`src/rtl/imu_frame_parser_yaw_unwrap_core_macros.svh`:
```
// Assertion macros shared by the IMU frame parser RTL.
// No dependencies; included by modules that carry concurrent checks.
`ifndef IMU_FRAME_PARSER_YAW_UNWRAP_CORE_MACROS_SVH
`define IMU_FRAME_PARSER_YAW_UNWRAP_CORE_MACROS_SVH

// Condition must hold at every clock edge outside reset.
`define IFPYU_ASSERT_ALWAYS(label, clk, rst_n, cond, msg) \
    label: assert property (@(posedge clk) disable iff (!rst_n) (cond)) else $error(msg);

// Antecedent in one cycle implies consequent in the next.
`define IFPYU_ASSERT_NEXT(label, clk, rst_n, ante, cons, msg) \
    label: assert property (@(posedge clk) disable iff (!rst_n) (ante) |=> (cons)) \
        else $error(msg);

`endif

```
`src/rtl/ifpyu_pkg.sv`:
```
// Package for the IMU frame parser with yaw unwrap: widths, defaults,
// register indexes and shared types. No dependencies.
package ifpyu_pkg;

    localparam int FRAME_BYTES_DEF       = 11;
    localparam int FRAMES_PER_BUFFER_DEF = 3;

    localparam int CFG_IDX_W  = 2;
    localparam int CFG_DATA_W = 16;

    localparam logic [CFG_IDX_W-1:0] CFG_HEADER_BYTE      = 2'd0;
    localparam logic [CFG_IDX_W-1:0] CFG_RATE_FRAME_TYPE  = 2'd1;
    localparam logic [CFG_IDX_W-1:0] CFG_ANGLE_FRAME_TYPE = 2'd2;
    localparam logic [CFG_IDX_W-1:0] CFG_WRAP_THRESHOLD   = 2'd3;

    localparam logic [7:0]  HEADER_BYTE_RST      = 8'd85;
    localparam logic [7:0]  RATE_FRAME_TYPE_RST  = 8'd82;
    localparam logic [7:0]  ANGLE_FRAME_TYPE_RST = 8'd83;
    localparam logic [15:0] WRAP_THRESHOLD_RST   = 16'd54613;

    localparam logic KIND_RATE  = 1'b0;
    localparam logic KIND_ANGLE = 1'b1;

    // Request from the frame parser to the yaw unwrap unit.
    typedef struct packed {
        logic        update;
        logic [15:0] yaw_raw;
    } t_unwrap_req;

endpackage

```
`src/rtl/ifpyu_ifs.sv`:
```
// Valid/ready channel interfaces: byte input, result output, config write.
// Depends on ifpyu_pkg for the config port widths.
interface ifpyu_in_if;
    logic       valid;
    logic       ready;
    logic [7:0] data_byte;
    logic       buffer_start;

    modport source (output valid, output data_byte, output buffer_start, input ready);
    modport sink   (input valid, input data_byte, input buffer_start, output ready);
endinterface

interface ifpyu_out_if;
    logic               valid;
    logic               ready;
    logic               frame_kind;
    logic signed [15:0] pitch_angle;
    logic signed [47:0] yaw_cont;
    logic signed [15:0] pitch_rate;
    logic signed [15:0] yaw_rate;

    modport source (output valid, output frame_kind, output pitch_angle, output yaw_cont,
                    output pitch_rate, output yaw_rate, input ready);
    modport sink   (input valid, input frame_kind, input pitch_angle, input yaw_cont,
                    input pitch_rate, input yaw_rate, output ready);
endinterface

interface ifpyu_cfg_if;
    logic                             valid;
    logic                             ready;
    logic [ifpyu_pkg::CFG_IDX_W-1:0]  reg_index;
    logic [ifpyu_pkg::CFG_DATA_W-1:0] wr_data;

    modport source (output valid, output reg_index, output wr_data, input ready);
    modport sink   (input valid, input reg_index, input wr_data, output ready);
endinterface

```
`src/rtl/ifpyu_unwrap.sv`:
```
// Yaw unwrap unit: holds the previous raw yaw and the turn count, and forms
// the continuous 48-bit yaw. Depends on ifpyu_pkg.
module ifpyu_unwrap (
    input  logic                   i_clk,
    input  logic                   i_rst_n,
    input  ifpyu_pkg::t_unwrap_req i_req,
    input  logic [15:0]            i_threshold,
    output logic signed [47:0]     o_yaw_next
);

    logic [15:0]        r_prev_yaw;
    logic [31:0]        r_turns;
    logic [15:0]        n_prev_yaw;
    logic [31:0]        n_turns;
    logic signed [17:0] diff;
    logic signed [17:0] thr;
    logic               wrap_dec;
    logic               wrap_inc;

    always_comb begin
        diff = $signed({{2{i_req.yaw_raw[15]}}, i_req.yaw_raw})
             - $signed({{2{r_prev_yaw[15]}}, r_prev_yaw});
        thr      = $signed({2'b00, i_threshold});
        wrap_dec = i_req.update && (diff > thr);
        wrap_inc = i_req.update && (diff < -thr);

        n_turns = r_turns;
        if (wrap_dec) begin
            n_turns = r_turns - 32'd1;
        end else if (wrap_inc) begin
            n_turns = r_turns + 32'd1;
        end
        n_prev_yaw = i_req.update ? i_req.yaw_raw : r_prev_yaw;

        // raw sign-extended plus turns << 16: the low half is raw, the sign
        // of raw borrows one from the turn count.
        o_yaw_next = $signed({n_turns - {31'd0, n_prev_yaw[15]}, n_prev_yaw});
    end

    always_ff @(posedge i_clk) begin
        if (!i_rst_n) begin
            r_prev_yaw <= '0;
            r_turns    <= '0;
        end else begin
            r_prev_yaw <= n_prev_yaw;
            r_turns    <= n_turns;
        end
    end

endmodule

```
`src/rtl/imu_frame_parser_yaw_unwrap_core.sv`:
```
// IMU frame parser with yaw unwrap: takes one buffer byte per transfer, cuts
// the buffer into FRAME_BYTES-byte frames (up to FRAMES_PER_BUFFER of them),
// and after each rate or angle frame sends one result with the held pitch
// and yaw rates, pitch angle and continuous 48-bit yaw. A byte is held in the
// input register while the parse logic works on it; the result register loads
// from the parse logic when the last byte of a frame leaves the input register.
// One byte is accepted every cycle; the parse stage waits only when it has a
// result to load while the previous result has not yet been taken. A header
// mismatch skips the rest of the buffer until the next byte flagged as buffer
// start.
`include "imu_frame_parser_yaw_unwrap_core_macros.svh"

module imu_frame_parser_yaw_unwrap_core #(
    parameter int FRAME_BYTES       = ifpyu_pkg::FRAME_BYTES_DEF,
    parameter int FRAMES_PER_BUFFER = ifpyu_pkg::FRAMES_PER_BUFFER_DEF
) (
    input  logic   i_clk,
    input  logic   i_rst_n,
    ifpyu_in_if.sink   i_in,
    ifpyu_cfg_if.sink  i_cfg,
    ifpyu_out_if.source o_out
);

    localparam int KW = $clog2(FRAME_BYTES);
    localparam int FW = $clog2(FRAMES_PER_BUFFER + 1);
    localparam logic [KW-1:0] LAST_K     = KW'(FRAME_BYTES - 1);
    localparam logic [FW-1:0] FRAMES_END = FW'(FRAMES_PER_BUFFER);

    // configuration
    logic [7:0]  r_header;
    logic [7:0]  r_rate_type;
    logic [7:0]  r_angle_type;
    logic [15:0] r_threshold;

    // input register
    logic       r_in_valid;
    logic [7:0] r_in_byte;
    logic       r_in_start;

    // parse state
    logic [KW-1:0] r_k;
    logic [FW-1:0] r_f;
    logic          r_aborted;
    logic [7:0]    r_type;
    logic [31:0]   r_field;
    logic [15:0]   r_pitch;
    logic [31:0]   r_rates;

    // result register
    logic               r_out_valid;
    logic               r_out_kind;
    logic signed [15:0] r_out_pitch;
    logic signed [47:0] r_out_yaw;
    logic [31:0]        r_out_rates;

    logic [KW-1:0] eff_k;
    logic [FW-1:0] eff_f;
    logic          eff_ab;
    logic          active;
    logic          last;
    logic          is_rate;
    logic          is_angle;
    logic          produce;
    logic          adv;
    logic          fire;
    logic [KW-1:0] n_k;
    logic [FW-1:0] n_f;
    logic          n_aborted;
    logic [7:0]    n_type;
    logic [31:0]   n_field;
    logic [15:0]   n_pitch;
    logic [31:0]   n_rates;
    logic signed [47:0]     yaw_next;
    ifpyu_pkg::t_unwrap_req unwrap_req;

    assign i_cfg.ready = 1'b1;

    always_ff @(posedge i_clk) begin
        if (!i_rst_n) begin
            r_header     <= ifpyu_pkg::HEADER_BYTE_RST;
            r_rate_type  <= ifpyu_pkg::RATE_FRAME_TYPE_RST;
            r_angle_type <= ifpyu_pkg::ANGLE_FRAME_TYPE_RST;
            r_threshold  <= ifpyu_pkg::WRAP_THRESHOLD_RST;
        end else if (i_cfg.valid) begin
            case (i_cfg.reg_index)
                ifpyu_pkg::CFG_HEADER_BYTE:      r_header     <= i_cfg.wr_data[7:0];
                ifpyu_pkg::CFG_RATE_FRAME_TYPE:  r_rate_type  <= i_cfg.wr_data[7:0];
                ifpyu_pkg::CFG_ANGLE_FRAME_TYPE: r_angle_type <= i_cfg.wr_data[7:0];
                ifpyu_pkg::CFG_WRAP_THRESHOLD:   r_threshold  <= i_cfg.wr_data[15:0];
                default: ;
            endcase
        end
    end

    always_comb begin
        // a buffer start restarts position and clears the abort
        eff_k  = r_in_start ? '0 : r_k;
        eff_f  = r_in_start ? '0 : r_f;
        eff_ab = r_in_start ? 1'b0 : r_aborted;
        active = r_in_valid && !eff_ab && (eff_f != FRAMES_END);
        last   = active && (eff_k == LAST_K);

        n_type  = r_type;
        n_field = r_field;
        n_aborted = eff_ab;
        if (active) begin
            case (eff_k)
                KW'(0): n_aborted = (r_in_byte != r_header);
                KW'(1): n_type = r_in_byte;
                KW'(2): n_field[7:0]   = r_in_byte;
                KW'(3): n_field[15:8]  = r_in_byte;
                KW'(6): n_field[23:16] = r_in_byte;
                KW'(7): n_field[31:24] = r_in_byte;
                default: ;
            endcase
        end

        if (active) begin
            n_k = (eff_k == LAST_K) ? '0 : eff_k + KW'(1);
            n_f = (eff_k == LAST_K) ? eff_f + FW'(1) : eff_f;
        end else begin
            n_k = eff_k;
            n_f = eff_f;
        end

        is_rate  = (n_type == r_rate_type);
        is_angle = !is_rate && (n_type == r_angle_type);
        produce  = last && (is_rate || is_angle);

        adv  = !r_in_valid || !produce || !r_out_valid || o_out.ready;
        fire = r_in_valid && adv;

        n_pitch = (produce && is_angle) ? n_field[15:0] : r_pitch;
        n_rates = (produce && is_rate) ? n_field : r_rates;

        unwrap_req.update  = fire && produce && is_angle;
        unwrap_req.yaw_raw = n_field[31:16];
    end

    assign i_in.ready = adv;

    ifpyu_unwrap u_unwrap (
        .i_clk       (i_clk),
        .i_rst_n     (i_rst_n),
        .i_req       (unwrap_req),
        .i_threshold (r_threshold),
        .o_yaw_next  (yaw_next)
    );

    always_ff @(posedge i_clk) begin
        if (!i_rst_n) begin
            r_in_valid <= 1'b0;
        end else if (adv) begin
            r_in_valid <= i_in.valid;
        end
    end

    always_ff @(posedge i_clk) begin
        if (adv && i_in.valid) begin
            r_in_byte  <= i_in.data_byte;
            r_in_start <= i_in.buffer_start;
        end
    end

    always_ff @(posedge i_clk) begin
        if (!i_rst_n) begin
            r_k       <= '0;
            r_f       <= '0;
            r_aborted <= 1'b0;
            r_type    <= '0;
            r_field   <= '0;
            r_pitch   <= '0;
            r_rates   <= '0;
        end else if (fire) begin
            r_k       <= n_k;
            r_f       <= n_f;
            r_aborted <= n_aborted;
            r_type    <= n_type;
            r_field   <= n_field;
            r_pitch   <= n_pitch;
            r_rates   <= n_rates;
        end
    end

    always_ff @(posedge i_clk) begin
        if (!i_rst_n) begin
            r_out_valid <= 1'b0;
        end else if (fire && produce) begin
            r_out_valid <= 1'b1;
        end else if (o_out.ready) begin
            r_out_valid <= 1'b0;
        end
    end

    always_ff @(posedge i_clk) begin
        if (fire && produce) begin
            r_out_kind  <= is_angle ? ifpyu_pkg::KIND_ANGLE : ifpyu_pkg::KIND_RATE;
            r_out_pitch <= $signed(n_pitch);
            r_out_yaw   <= yaw_next;
            r_out_rates <= n_rates;
        end
    end

    assign o_out.valid       = r_out_valid;
    assign o_out.frame_kind  = r_out_kind;
    assign o_out.pitch_angle = r_out_pitch;
    assign o_out.yaw_cont    = r_out_yaw;
    assign o_out.pitch_rate  = $signed(r_out_rates[15:0]);
    assign o_out.yaw_rate    = $signed(r_out_rates[31:16]);

    `IFPYU_ASSERT_ALWAYS(a_frame_bound, i_clk, i_rst_n, r_f <= FRAMES_END, "frame count past end")
    `IFPYU_ASSERT_ALWAYS(a_byte_bound, i_clk, i_rst_n, r_k <= LAST_K, "byte index past frame")
    `IFPYU_ASSERT_ALWAYS(a_saturated, i_clk, i_rst_n, (r_f != FRAMES_END) || (r_k == '0), "bad stop")
    `IFPYU_ASSERT_NEXT(a_result_load, i_clk, i_rst_n, fire && produce, r_out_valid, "result not loaded")
    `IFPYU_ASSERT_NEXT(a_in_hold, i_clk, i_rst_n, r_in_valid && !adv, r_in_valid && $stable(r_in_byte) && $stable(r_in_start), "stalled byte lost")

endmodule

```
`src/flat_wrapper.sv`:
```
// flat-port wrapper written by rule: the top's interface ports become plain ports
module imu_frame_parser_yaw_unwrap_core_flat 
#(
    parameter int FRAME_BYTES       = ifpyu_pkg::FRAME_BYTES_DEF,
    parameter int FRAMES_PER_BUFFER = ifpyu_pkg::FRAMES_PER_BUFFER_DEF
)
  (i_clk, i_rst_n, i_in_valid, i_in_data_byte, i_in_buffer_start, i_in_ready, i_cfg_valid, i_cfg_reg_index, i_cfg_wr_data, i_cfg_ready, o_out_valid, o_out_frame_kind, o_out_pitch_angle, o_out_yaw_cont, o_out_pitch_rate, o_out_yaw_rate, o_out_ready);
  ifpyu_in_if i_in_i ();
  ifpyu_cfg_if i_cfg_i ();
  ifpyu_out_if o_out_i ();
  input  logic i_clk;
  input  logic i_rst_n;
  input wire logic [$bits(i_in_i.valid)-1:0] i_in_valid;
  input wire logic [$bits(i_in_i.data_byte)-1:0] i_in_data_byte;
  input wire logic [$bits(i_in_i.buffer_start)-1:0] i_in_buffer_start;
  output wire logic [$bits(i_in_i.ready)-1:0] i_in_ready;
  input wire logic [$bits(i_cfg_i.valid)-1:0] i_cfg_valid;
  input wire logic [$bits(i_cfg_i.reg_index)-1:0] i_cfg_reg_index;
  input wire logic [$bits(i_cfg_i.wr_data)-1:0] i_cfg_wr_data;
  output wire logic [$bits(i_cfg_i.ready)-1:0] i_cfg_ready;
  output wire logic [$bits(o_out_i.valid)-1:0] o_out_valid;
  output wire logic [$bits(o_out_i.frame_kind)-1:0] o_out_frame_kind;
  output wire logic [$bits(o_out_i.pitch_angle)-1:0] o_out_pitch_angle;
  output wire logic [$bits(o_out_i.yaw_cont)-1:0] o_out_yaw_cont;
  output wire logic [$bits(o_out_i.pitch_rate)-1:0] o_out_pitch_rate;
  output wire logic [$bits(o_out_i.yaw_rate)-1:0] o_out_yaw_rate;
  input wire logic [$bits(o_out_i.ready)-1:0] o_out_ready;
  assign i_in_i.valid = i_in_valid;
  assign i_in_i.data_byte = i_in_data_byte;
  assign i_in_i.buffer_start = i_in_buffer_start;
  assign i_in_ready = i_in_i.ready;
  assign i_cfg_i.valid = i_cfg_valid;
  assign i_cfg_i.reg_index = i_cfg_reg_index;
  assign i_cfg_i.wr_data = i_cfg_wr_data;
  assign i_cfg_ready = i_cfg_i.ready;
  assign o_out_valid = o_out_i.valid;
  assign o_out_frame_kind = o_out_i.frame_kind;
  assign o_out_pitch_angle = o_out_i.pitch_angle;
  assign o_out_yaw_cont = o_out_i.yaw_cont;
  assign o_out_pitch_rate = o_out_i.pitch_rate;
  assign o_out_yaw_rate = o_out_i.yaw_rate;
  assign o_out_i.ready = o_out_ready;
  imu_frame_parser_yaw_unwrap_core #(.FRAME_BYTES(FRAME_BYTES), .FRAMES_PER_BUFFER(FRAMES_PER_BUFFER)) u_core (.i_clk(i_clk), .i_rst_n(i_rst_n), .i_in(i_in_i), .i_cfg(i_cfg_i), .o_out(o_out_i));
endmodule
```
`config.mk`:
```
export PLATFORM = sky130hd
export DESIGN_NAME = imu_frame_parser_yaw_unwrap_core_flat
export DESIGN_NICKNAME = d
export VERILOG_FILES = /design/src/rtl/ifpyu_pkg.sv /design/src/rtl/ifpyu_ifs.sv /design/src/rtl/ifpyu_unwrap.sv /design/src/rtl/imu_frame_parser_yaw_unwrap_core.sv /design/src/flat_wrapper.sv
export VERILOG_INCLUDE_DIRS = /design/src /design/src/rtl
export SDC_FILE = /design/constraint.sdc
export NUM_CORES = 1
export LEC_CHECK = 0
export CAP_MARGIN = 20
export CELL_PAD_IN_SITES_DETAIL_PLACEMENT = 1
export CELL_PAD_IN_SITES_GLOBAL_PLACEMENT = 1
export CORE_MARGIN = 3
export CORE_UTILIZATION = 42
export DETAILED_ROUTE_END_ITERATION = 10
export DONT_BUFFER_PORTS = 1
export PLACE_DENSITY_LB_ADDON = 0.15
export RECOVER_POWER = 50
export SLEW_MARGIN = 20
export SYNTH_ARGS = -nofsm -noshare
export SYNTH_HDL_FRONTEND = slang
export SYNTH_SLANG_ARGS = --single-unit
```
`constraint.sdc`:
```
create_clock -name i_clk -period 14.8 [get_ports i_clk]
set_input_delay 2.22 -clock i_clk [delete_from_list [all_inputs] [get_ports i_clk]]
set_output_delay 2.22 -clock i_clk [all_outputs]
set_load 0.02 [all_outputs]
```
# --- Word-level counts from Yosys, hierarchy flattened ---
# Index checks and enable logic that the tools add are counted.
word_totals:
  register_bits: 291
  elab_cells: 96
  inputBits: 32
  output_inout_bits: 100
classes:
  reduce_logical: 29
  n_addsub: 7
  eq_ne: 13
  order_cmp: 2
  n_mux: 24
ops:
  columns: ["operator", "count"]
  rows:
  - ["$mux W32", 4]
  - ["$mux W8", 6]
  - ["$add A32 B1 Y32 const B", 1]
  - ["$mux W16", 2]
  - ["$sub A32 B1 Y32", 1]
  - ["$sub A32 B1 Y32 const B", 1]
  - ["$gt A18 B17 Y1", 1]
  - ["$lt A18 B18 Y1", 1]
  - ["$neg A16 Y18", 1]
  - ["$sub A16 B16 Y17", 1]
  - ["$eq A8 B8 Y1", 2]
  - ["$logic_and A1 B1 Y1", 13]
  - ["$mux W4", 3]
  - ["$eq A4 B2 Y1 const B", 2]
  - ["$eq A4 B3 Y1 const B", 2]
  - ["$ne A8 B8 Y1", 1]
  - ["$reduce_and A2 Y1", 4]
  - ["$mux W1", 6]
  - ["$mux W2", 3]
  - ["$logic_not A1 Y1", 5]
  - ["$add A4 B1 Y4 const B", 1]
  - ["$eq A2 B2 Y1 const B", 2]
  - ["$eq A4 B1 Y1 const B", 1]
  - ["$eq A4 B4 Y1 const B", 1]
  - ["7 further kinds", 10]

# --- Logic depth before layout (Yosys ltp) ---
depth:
  ltp_word: 21
  depth_mapped: 35
  depth_no_buf: 31

# --- Hierarchy ---
# Synthesis repeated with hierarchy kept, for this count alone.
hier_totals:
  cells_unflattened: 1526
  area_unflattened_um2: 14969.4
by_module_without_submodules:
  columns: ["mod", "area_per_inst_um2", "n_inst", "seq_area_each_um2", "cells_each"]
  rows:
  - ["imu_frame_parser_yaw_unwrap_core", 9656.8, 1, 5925.7, 853]
  - ["ifpyu_unwrap", 5312.6, 1, 960.9, 673]

# --- Worst setup path after synthesis ---
# OpenSTA, ideal clock, no wires.
synth_timing:
  kind: "reg-to-reg"
  start: "register u_core.r_in_start"
  end: "register u_core.r_out_yaw[46], in the netlist u_core.o_out.yaw_cont[46] (data pin)"
  slack_ns: 6.764
  setup_time_ns: 0.263
  n_path_buf: 2
  arrival_time_ns: 7.773
  t_required_ns: 14.537
  stages_incl_launch_ff: 33
  synth_period_minus_slack_ns: 8.036
  path_cell_list: "edfxtp_1 > clkbuf_1 > nor2b_1 > ha_1 > or3b_1 > nor3_2 > nand3b_1 > clkbuf_1 > mux2i_1 > ha_1 > inv_1 > fa_1 > a21o_1 > a311oi_1 > nand2b_1 > nand2b_1 > a21o_1 > a21o_1 > a21oi_1 > xnor2_1 > ha_1 > a2111oi_0 > a31oi_1 > and4b_1 > or3_1 > a311oi_1 > a31oi_1 > or3b_4 > or2_1 > or4_4 > nand4bb_1 > or3b_1 > xnor2_1"
synth_between:
  elab_chain_len: 21
synth_rtl:
  columns: ["element", "line_no", "rtl"]
  rows:
  - ["from (decl)", "imu_frame_parser_yaw_unwrap_core.sv:38", "logic r_in_start;"]
  - ["from (signal assigned)", "imu_frame_parser_yaw_unwrap_core.sv:161", "r_in_start <= i_in.buffer_start;"]
  - ["parallel branches: the longest is 20 deep, another holds $lt A18 B18 Y1", null, null]
  - ["$sub A32 B1 Y32 *", "ifpyu_unwrap.sv:37", "o_yaw_next = $signed({n_turns - {31'd0, n_prev_yaw[15]}, n_prev_yaw});"]
  - ["via u_core.u_unwrap.o_yaw_next[46]", "ifpyu_unwrap.sv:8", "output logic signed [47:0] o_yaw_next"]
  - ["to (signal assigned)", "imu_frame_parser_yaw_unwrap_core.sv:199", "r_out_yaw <= yaw_next;"]
  - ["to (decl)", "imu_frame_parser_yaw_unwrap_core.sv:53", "logic signed [47:0] r_out_yaw;"]
# Mark *: on every way through the listed nets, which the timed path passes.
# A chain may end at the register's enable or synchronous reset.

# --- Worst setup path in the final report ---
layout_timing:
  start: "register u_core.r_in_start"
  end: "register u_core.r_out_yaw[47], in the netlist u_core.o_out.yaw_cont[47] (data pin)"
# The elaborated chain is that of the path after synthesis.

==> run_results.csv <==
group,metric,value,unit
run_status,status,"complete, but fails checks",
run_status,violations,"max-capacitance violations, max-slew violations",
power,switchingPower,384,µW
floorplan,core-area,34000,µm²
drt,vias,11600,
power,ir_drop,81.3,µV
worst_setup_path,crit_fanout,23,
worst_setup_path,ff2ff_path_depth,29,
flow_run,cap_violations,5,
placement,io_buffers,0,
clock_network,clk_latency,0.53,ns
worst_setup_path,end_kind,"flop",
yosys,ys_seq_area_frac,0.468,
yosys,synth_ff_type,"dfxtp_1",
clock_network,cts_made_buffers,35,
worst_setup_path,critPathMaxStageDelay,0.81,ns
clock_network,cts.sinks,291,
yosys,synth_top_area_share,0.252,
final_layout,post-route-util,0.477,
timing,tns,0,ns
clock_network,htree_levels,2,
min_path,worstHoldEndpoint,"u_core.r_rates[5]",
final_layout,fillers,3926,
yosys,synth-edff-count,106,
timing,rsz0062_at_grt,"no",
placement,gp_congestion,0.886,
timing,hold_ws,0.455,ns
timing,worst_slew_pin_slew,3.01,ns
worst_setup_path,cp_slowest_cell,"nand4_1",
power,clkPwrFrac,0.499,
timing,post-route-period-util,0.681,
power,power_density,109,nW/µm²
power,pwr-share-comb,0.026,
yosys,ys_warn_count,0,
worst_setup_path,worstReg2RegEnd,"u_core.o_out.yaw_cont[47]",
floorplan,die_h,193,µm
power,power,1780,µW
min_path,hold_depth,2,
clock_network,clk_pin_slew_worst_paths,0.06,ns
clock_network,cts_tree,"done",
final_layout,nets,1658,
min_path,holdCritStartpoint,"u_core.r_rates[5]",
worst_setup_path,arrival,10.34,ns
timing,fin_crit,10.08,ns
grt,grt_antenna_before_repair,0,
drt,drtAntennaViolNets,0,
yosys,yosys.area.top_type,"dfxtp_1",
clock_network,cts_resized,0,
min_path,min_path_type,"reg -> reg",
yosys,avgSynthCellArea,9.15,µm²
drt,routed_wl,42800,µm
timing,finalHoldViolCount,0,
drt,drc,0,
floorplan,initial_utilization,0.433,
yosys,synth_area,14700,µm²
yosys,synth_common_cells,"nand2_1 (219), dfxtp_1 (185), nor2_1 (150), a21oi_1 (129), edfxtp_1 (106)",
worst_setup_path,reg2reg_setup_slack,4.72,ns
grt,grt_max_degree,67,
grt,grt_pass1_vias,11800,
floorplan,fp-row-count,67,
floorplan,die_area,37300,µm²
drt,wire_per_inst,20.9,µm
timing,timing.final.max_slew_violations,224,
worst_setup_path,start_kind,"flop",
yosys,synthCells,1609,
timing,slew-limit-headroom,-1.01,
final_layout,diodes,0,
floorplan,dieWidth,193,µm
clock_network,clockBufferDepth,3,
drt,drt_iter0_drc,749,
grt,grt_use_total,0.223,
clock_network,cts-root-buf,"clkbuf_16",
timing,maxClockFrequency,0.0992,GHz
yosys,synthTopCellsByArea,"dfxtp_1 (25%), edfxtp_1 (22%), nand2_1 (5.6%)",
yosys,synth_nets,1693,
drt,viasPerCell,5.65,
power,p_seq_frac,0.476,
yosys,synth-async-reset-ratio,0,
final_layout,drive_gt1_frac,0.0543,
clock_network,cts-hold-fix-buffers,0,
placement,dp_hpwl,29900,µm
clock_network,cts_setup_buffers,0,
drt,firstDrtPassIters,5,
timing,clock_skew,0.0129,ns
worst_setup_path,required,15.06,ns
power,p_sw_frac,0.216,
power,power.leakage,0.00641,µW
grt,grt_pass1_wl,67400,µm
yosys,ys_ff_latch,291,
yosys,yosysMostFrequentCell,"nand2_1",
worst_setup_path,path_class,"reg -> reg",
worst_setup_path,worstReg2RegStart,"u_core.r_in_start",
floorplan,io_pins,132,
timing,setup_viol,0,
final_layout,syn_to_final_growth,10.3,%
grt,grt-ovfl-total,0,
yosys,ys_types,79,
power,p_int,1390,µW
layout by cell type, fill, tap and decap left out, types with 45 or more instances in the layout:
| cell | instances |
|---|---|
| edfxtp_1 | 106 |
| a21oi_1 | 128 |
| o21ai_0 | 62 |
| nor2_1 | 150 |
| mux2i_1 | 60 |
| ha_1 | 51 |
| xor2_1 | 45 |
| nand2_1 | 217 |
| xnor2_1 | 76 |
| inv_1 | 64 |
| dfxtp_1 | 185 |
state kept, by name, summed over array words and instances, names as in the netlist, 4 cells and up:
| signal | cells |
|---|---|
| u_core.r_header | 8 |
| u_core.r_type | 8 |
| u_core.r_threshold | 16 |
| u_core.r_field | 32 |
| u_core.r_rate_type | 8 |
| u_core.u_unwrap.r_prev_yaw | 16 |
| u_core.r_pitch | 16 |
| u_core.u_unwrap.r_turns | 32 |
| u_core.r_angle_type | 8 |
| u_core.r_out_rates | 32 |
| u_core.o_out.yaw_cont | 48 |
| u_core.o_out.pitch_angle | 16 |
| u_core.r_rates | 32 |
| u_core.r_in_byte | 8 |
| u_core.r_k | 4 |
per-layer routing:
| layer | up-vias | global-route usage | share of wire |
|---|---|---|---|
| met5 | - | 0 | 0 |
| met4 | 0 | 0.0477 | 0.017 |
| met3 | 58 | 0.0402 | 0.040 |
| met2 | 223 | 0.383 | 0.48 |
| met1 | 5719 | 0.295 | 0.46 |
| li1 | 5585 | - | - |
power by group through the flow:
stage	Sequential, µW	Clock [µW]	Combinational [µW]
floorplan	852	0	41.1
global placement	862	0	45.1
detailed placement	863	0	46.3
CTS	845	908	46.6
global route	846	941	51.7
finish	845	886	46.0
critical path: cells and delay by family (launching register included):
| family | cells | cell delay (ns) |
|---|---|---|
| flops | 1 | 0.62 |
| mux | 1 | 0.46 |
| compound gates | 7 | 1.74 |
| buf+inv | 1 | 0.05 |
| xor+xnor | 3 | 0.60 |
| fa+ha+maj | 4 | 1.16 |
| simple gates | 13 | 5.15 |
logic make-up after synthesis:
| group | count (synthesis) | synth area share |
|---|---|---|
| multiplexers | 60 | 0.0408 |
| XOR/XNOR | 121 | 0.0720 |
| AO/OA/AOI/OAI | 302 | 0.125 |
| flip-flops | 291 | 0.468 |
| other | 1 | 0.000255 |
| adder cells (fa/ha/maj) | 52 | 0.0447 |
| AND/OR/NAND/NOR | 630 | 0.210 |
| buffers and inverters | 152 | 0.0395 |
through the flow:
step / worst slack (ns) / area, µm² / std cells
5_1_grt: 3.62 / 16200 / 2049
3_3_place_gp: 5.20 / 15100 / 1985
3_5_place_dp: 4.89 / 15100 / 1985
4_1_cts: 4.83 / 16300 / 2049
2_1_floorplan: 6.76 / 14700 / 1609
6_report: 4.72 / 16200 / 2049
cell type report:
cell class | count | area (µm²) | share of cell area
clock buffer | 44 | 951 | 0.0585
sequential | 291 | 6890 | 0.424
timing repair buffer | 15 | 93.8 | 0.00578
clock inverter | 20 | 243 | 0.0149
inverter | 65 | 245 | 0.0151
multi-input combinational | 1166 | 7270 | 0.447
tap | 448 | 561 | 0.0345
how the worst max path moves through the flow:
stage                 startpoint                         to  slack [ns]  cells past startpoint
2_1_floorplan  u_core.r_in_start  u_core.o_out.yaw_cont[46]        6.76                     32
3_3_place_gp   u_core.r_in_start  u_core.o_out.yaw_cont[46]        5.20                     30
3_5_place_dp   u_core.r_in_start  u_core.o_out.yaw_cont[47]        4.89                     30
4_1_cts        u_core.r_in_start  u_core.o_out.yaw_cont[47]        4.83                     30
5_1_grt        u_core.r_in_start  u_core.o_out.yaw_cont[47]        3.62                     30
6_report       u_core.r_in_start  u_core.o_out.yaw_cont[47]        4.72                     29
(Power assumes the default switching activity.)
